--- config.mk ---
export PLATFORM = sky130hd
export DESIGN_NAME = bb3_mean
export DESIGN_NICKNAME = d
export VERILOG_FILES = /design/src/rtl/bb3_pkg.sv /design/src/rtl/bb3_mean.sv
export SDC_FILE = /design/constraint.sdc
export NUM_CORES = 1
export LEC_CHECK = 0
export BUFFER_PORTS_ARGS = -buffer_cell sky130_fd_sc_hd__buf_2
export CORE_MARGIN = 2
export CORE_UTILIZATION = 45
export CTS_CLUSTER_DIAMETER = 50
export DETAILED_ROUTE_END_ITERATION = 8
export SYNTH_ARGS = -nofsm -noshare
export SYNTH_HDL_FRONTEND = slang
export SYNTH_SLANG_ARGS = --single-unit
--- constraint.sdc ---
create_clock -name clk -period 13.2 [get_ports clk]
set_input_delay 1.32 -clock clk [delete_from_list [all_inputs] [get_ports clk]]
set_output_delay 1.32 -clock clk [all_outputs]
set_load 0.02 [all_outputs]
--- src/rtl/bb3_pkg.sv ---
// bb3_pkg: shared types, constants and the reciprocal table of the 3x3 box blur.
// No dependencies; imported by every module of the block but bb3_ram.
package bb3_pkg;

  localparam int FW_W   = 11;   // frame_width register
  localparam int FH_W   = 13;   // frame_height register
  localparam int CFG_W  = 13;   // write data, widest register
  localparam int CH_W   = 8;
  localparam int PIX_W  = 3 * CH_W;
  localparam int SUM_W  = 12;   // nine 8-bit terms plus rounding half
  localparam int CNT_W  = 4;    // neighbor count, up to nine
  localparam int RCP_W  = 17;
  localparam int RCP_SH = 16;

  localparam logic [FW_W-1:0] FRAME_WIDTH_RST  = 11'd1024;
  localparam logic [FH_W-1:0] FRAME_HEIGHT_RST = 13'd768;

  localparam logic [0:0] REG_FRAME_WIDTH  = 1'b0;
  localparam logic [0:0] REG_FRAME_HEIGHT = 1'b1;

  localparam logic OP_PIXEL = 1'b0;
  localparam logic OP_DRAIN = 1'b1;

  typedef logic [PIX_W-1:0] pix_t;
  // window indexed [row][col], row 0 oldest line, col 0 oldest column
  typedef pix_t [2:0][2:0] win_t;

  typedef struct packed {
    logic top;
    logic bottom;
    logic left;
    logic right;
    logic done;
  } nbr_t;

  typedef struct packed {
    logic fill;    // new word taken into the input stage
    logic shift;   // input stage moves into the window
  } win_ctl_t;

  typedef struct packed {
    logic sum_en;
    logic div_en;
  } mean_ctl_t;

  // ceil(2^16 / n), exact for dividends below 4096
  function automatic logic [RCP_W-1:0] recip(input logic [CNT_W-1:0] n);
    logic [RCP_W-1:0] r;
    case (n)
      4'd1:    r = 17'd65536;
      4'd2:    r = 17'd32768;
      4'd3:    r = 17'd21846;
      4'd4:    r = 17'd16384;
      4'd6:    r = 17'd10923;
      4'd9:    r = 17'd7282;
      default: r = 17'd65536;
    endcase
    return r;
  endfunction

endpackage

--- src/rtl/bb3_mean.sv ---
// bb3_mean: masked 3x3 sum per channel, then rounded division by the count.
// Depends on bb3_pkg.
module bb3_mean (
  input  logic                      clk,
  input  bb3_pkg::mean_ctl_t        ctl,
  input  bb3_pkg::win_t             win,
  input  bb3_pkg::nbr_t             nbr,
  output logic [bb3_pkg::CH_W-1:0]  out_red,
  output logic [bb3_pkg::CH_W-1:0]  out_green,
  output logic [bb3_pkg::CH_W-1:0]  out_blue,
  output logic                      frame_end
);
  import bb3_pkg::*;

  localparam int PROD_W = SUM_W + RCP_W;

  logic [2:0]       row_en;
  logic [2:0]       col_en;
  logic [1:0]       n_rows;
  logic [1:0]       n_cols;
  logic [CNT_W-1:0] n;
  logic [SUM_W-1:0] sum [3];

  logic [SUM_W-1:0]  c_sum [3];
  logic [CNT_W-1:0]  c_n;
  logic              c_done;
  logic [PROD_W-1:0] prod [3];

  assign row_en = {nbr.bottom, 1'b1, nbr.top};
  assign col_en = {nbr.right, 1'b1, nbr.left};
  assign n_rows = 2'd1 + {1'b0, nbr.top} + {1'b0, nbr.bottom};
  assign n_cols = 2'd1 + {1'b0, nbr.left} + {1'b0, nbr.right};
  assign n      = CNT_W'(n_rows) * CNT_W'(n_cols);

  // lane 2 red, 1 green, 0 blue
  always_comb begin
    for (int ch = 0; ch < 3; ch++) begin
      sum[ch] = '0;
    end
    for (int r = 0; r < 3; r++) begin
      for (int k = 0; k < 3; k++) begin
        for (int ch = 0; ch < 3; ch++) begin
          if (row_en[r] && col_en[k]) begin
            sum[ch] = sum[ch] + SUM_W'(win[r][k][ch*CH_W +: CH_W]);
          end
        end
      end
    end
  end

  always_ff @(posedge clk) begin
    if (ctl.sum_en) begin
      for (int ch = 0; ch < 3; ch++) begin
        c_sum[ch] <= sum[ch] + SUM_W'(n >> 1);
      end
      c_n    <= n;
      c_done <= nbr.done;
    end
  end

  always_comb begin
    for (int ch = 0; ch < 3; ch++) begin
      prod[ch] = PROD_W'(c_sum[ch]) * PROD_W'(recip(c_n));
    end
  end

  always_ff @(posedge clk) begin
    if (ctl.div_en) begin
      out_red   <= prod[2][RCP_SH +: CH_W];
      out_green <= prod[1][RCP_SH +: CH_W];
      out_blue  <= prod[0][RCP_SH +: CH_W];
      frame_end <= c_done;
    end
  end

endmodule

==> key figures <==
Synth
  • Synth area leader: fa_1
  • Async set-or-reset flop fraction in the synthesized netlist: 0
  • Synth Flop Type: edfxtp_1
  • Synth unique cells: 93
  • Seq/Total Area, Yosys: 0.0729
  • Post-synth EDFFs: 66
  • Syn nets: 4,122
  • Synth top area cells: fa_1 (30%), ha_1 (15%), inv_1 (8.1%), edfxtp_1 (7.3%), xnor2_1 (4.1%)
  • Syn Area/Cell: 8.60 um2
  • Area share of the leading cell type in the synthesized netlist: 0.296
  • Yosys warning total: 0
  • Syn Inst Count: 3,162
  • Post-Synthesis Cell Area: 27,200 um2
  • Register bit total from synthesis: between 60 and 70

Setup path
  • Critical Path AT: between 10 and 15 ns
  • Reg2reg start: c_n[0]
  • CP bufs+invs: 4
  • CP Class: input port to flop
  • CP Depth: 49
  • CP top delay family: compound AO/OA/AOI/OAI gates
  • Setup crit start kind: input port
  • CP max stage delay: around 1.0 ns
  • Cell repeated most along the worst path: ha_1
  • Crit-path slowest cell: a2111oi_0
  • Crit path launch: nbr[2]
  • Worst-path fanout max: 57
  • Crit end category: flop
  • FF-to-FF path depth: 22
  • Worst Path Required: roughly 13 ns

Die
  • Die X-Extent: between 200 and 250 um
  • # rows: 90
  • Core area: 60,000 um2
  • I/O pins: about 250
  • Die Ht: 250 um
  • Full die area: around 62,000 um2
  • Starting Density: 0.453

Drt
  • Routed WL: around 74,000 um
  • Antenna Nets Post-Route: 0
  • Post-route DRC: 0
  • Vias: between 20,000 and 25,000
  • Wire length per cell: between 15 and 20 um
  • Vias per cell: roughly 5.3
  • DRT Pass-1 Iters: 5
  • Starting DRT DRC Count: around 980

Layout
  • Commonest non-fill, non-tap cell in the layout: inv_1
  • Layout cells sized above 1: 0.105
  • Non-Filler Instances: ~4,200
  • Area grow syn2layout: 9.01%
  • Commonest cells after routing, fill and taps aside: inv_1 (585), fa_1 (402), ha_1 (334)
  • Nets: 4,325
  • Final core utilization: 0.494
  • Post-Layout Inst Area: about 30,000 um2

Outcome
  • Status: finished clean

Timing
  • Setup Skew: between 0.008 and 0.009 ns
  • Headroom to the max-slew limit: 0.167
  • Slew @ Worst Pin: 1.22 ns
  • Slack of the critical path: approximately 1.2 ns
  • Max Clk Rate: 0.0834 GHz
  • Setup TNS Final: 0 ns
  • Final hold violations: 0
  • Fin crit period: approximately 12 ns
  • Final Cycle Share: 0.909
  • # setup viols final: 0
  • Slew Limit Fails: 0
  • Hold WS: between 0.4 and 0.5 ns
  • RSZ-0062 raised after global routing: false

Power and ir drop
  • PwrDens: approximately 160 nW/um2
  • Power Total: just under 5 mW
  • Maximum VDD drop: 0.0844 mV
  • Leakage Power: 15.1 nW

Hold path
  • Worst min-delay path class: flop to flop
  • WHS Path Cells: 0
  • Hold_sp: c_done

Global routing
  • Number of global-route vias before repair: ~23,000
  • First-pass GRT wire length: between 100,000 and 150,000 um
  • Grt total ovfl: 0
  • Largest net degree at the start of global routing: 58
  • GRT Resource Usage Total: 0.238
  • Initial antenna violation count: 27

Placed design
  • Setup WS pre-CTS: roughly 0.97 ns
  • Placed Instances: 4,136
  • HPWL after DPL: approximately 64,000 um
  • Routability cong.: a little over 0.9
  • IO Port Bufs: approximately 250
  • DP Area: approximately 29,000 um2

Clocking
  • Hold-fix buffers at CTS: 0
  • Clock slew at reported path FFs: around 0.060 ns
  • CTS tree: done
  • Post-CTS sizing: 0
  • Skew-Pair Late Insertion Delay: roughly 0.36 ns
  • Clk buf depth: 2
  • CTS Root Cell: clkbuf_16
  • Setup Buffers After CTS: 0
  • Htree depth: 3
  • CTS buffer count: 9
  • Clk sinks: 66

Flow run
  • # Max-Cap Violations: 0
==> logic make-up (layout without fill, tap and decap cells) <==
family,after synthesis,in the layout,synth area share
simple gates,836,836,0.150
mux,55,55,0.0226
fa+ha+maj,739,739,0.451
buf+inv,662,869,0.0921
xor+xnor,196,196,0.0669
other cells,0,13,0
flops,66,66,0.0729
compound gates,608,608,0.144
==> synthesized netlist by cell type, types with 28 or more instances <==
library cell	instances
inv_1	585
fa_1	402
ha_1	334
nand2_1	269
nor2_1	183
a21oi_1	165
o21ai_0	142
xnor2_1	126
and2_1	105
edfxtp_1	66
a21o_1	64
xor2_1	62
clkbuf_1	58
o21a_1	41
nand3_1	40
nor3_1	40
nor2b_1	37
and3_1	35
mux2i_1	34
a211oi_1	28
nand2b_1	28
==> layer usage <==
layer  up-vias  track usage  routed length, um
met1     10770        0.293              31500
met4        34       0.0585               1680
met5         -            0                232
met3        99       0.0415               3440
li1      10837            -                  -
met2       470        0.432              36700
==> final cells by class <==
type / count / area (um2)
fill: 5771 / 30400
multi-input combinational: 2434 / 22700
inverter: 586 / 2200
sequential: 66 / 1980
timing repair buffer: 268 / 1390
tap: 782 / 978
clock buffer: 11 / 233
clock inverter: 4 / 67.6
antenna: 13 / 32.5
==> flip-flops by register name, indices dropped and copies added (netlist names) <==
signal	count
c_done	1
c_n	4
c_sum	36
frame_end	1
out_blue	8
out_green	8
out_red	8
==> worst paths after layout <==
| path | endpoint | slack (ns) |
|---|---|---|
| worst max-delay path | c_sum[0][34] | 1.21 |
| worst min-delay path | frame_end | 0.42 |
| worst max register to register | out_red[6] | 5.20 |
| worst min register to register | frame_end | 0.42 |
==> power breakdown <==
group	switching, mW	internal (mW)	total (mW)
combinational	2.27	1.75	4.02
sequential	0.118	0.423	0.540
clock	0.0975	0.163	0.261
No activity file was read; power rests on OpenSTA's default activity.
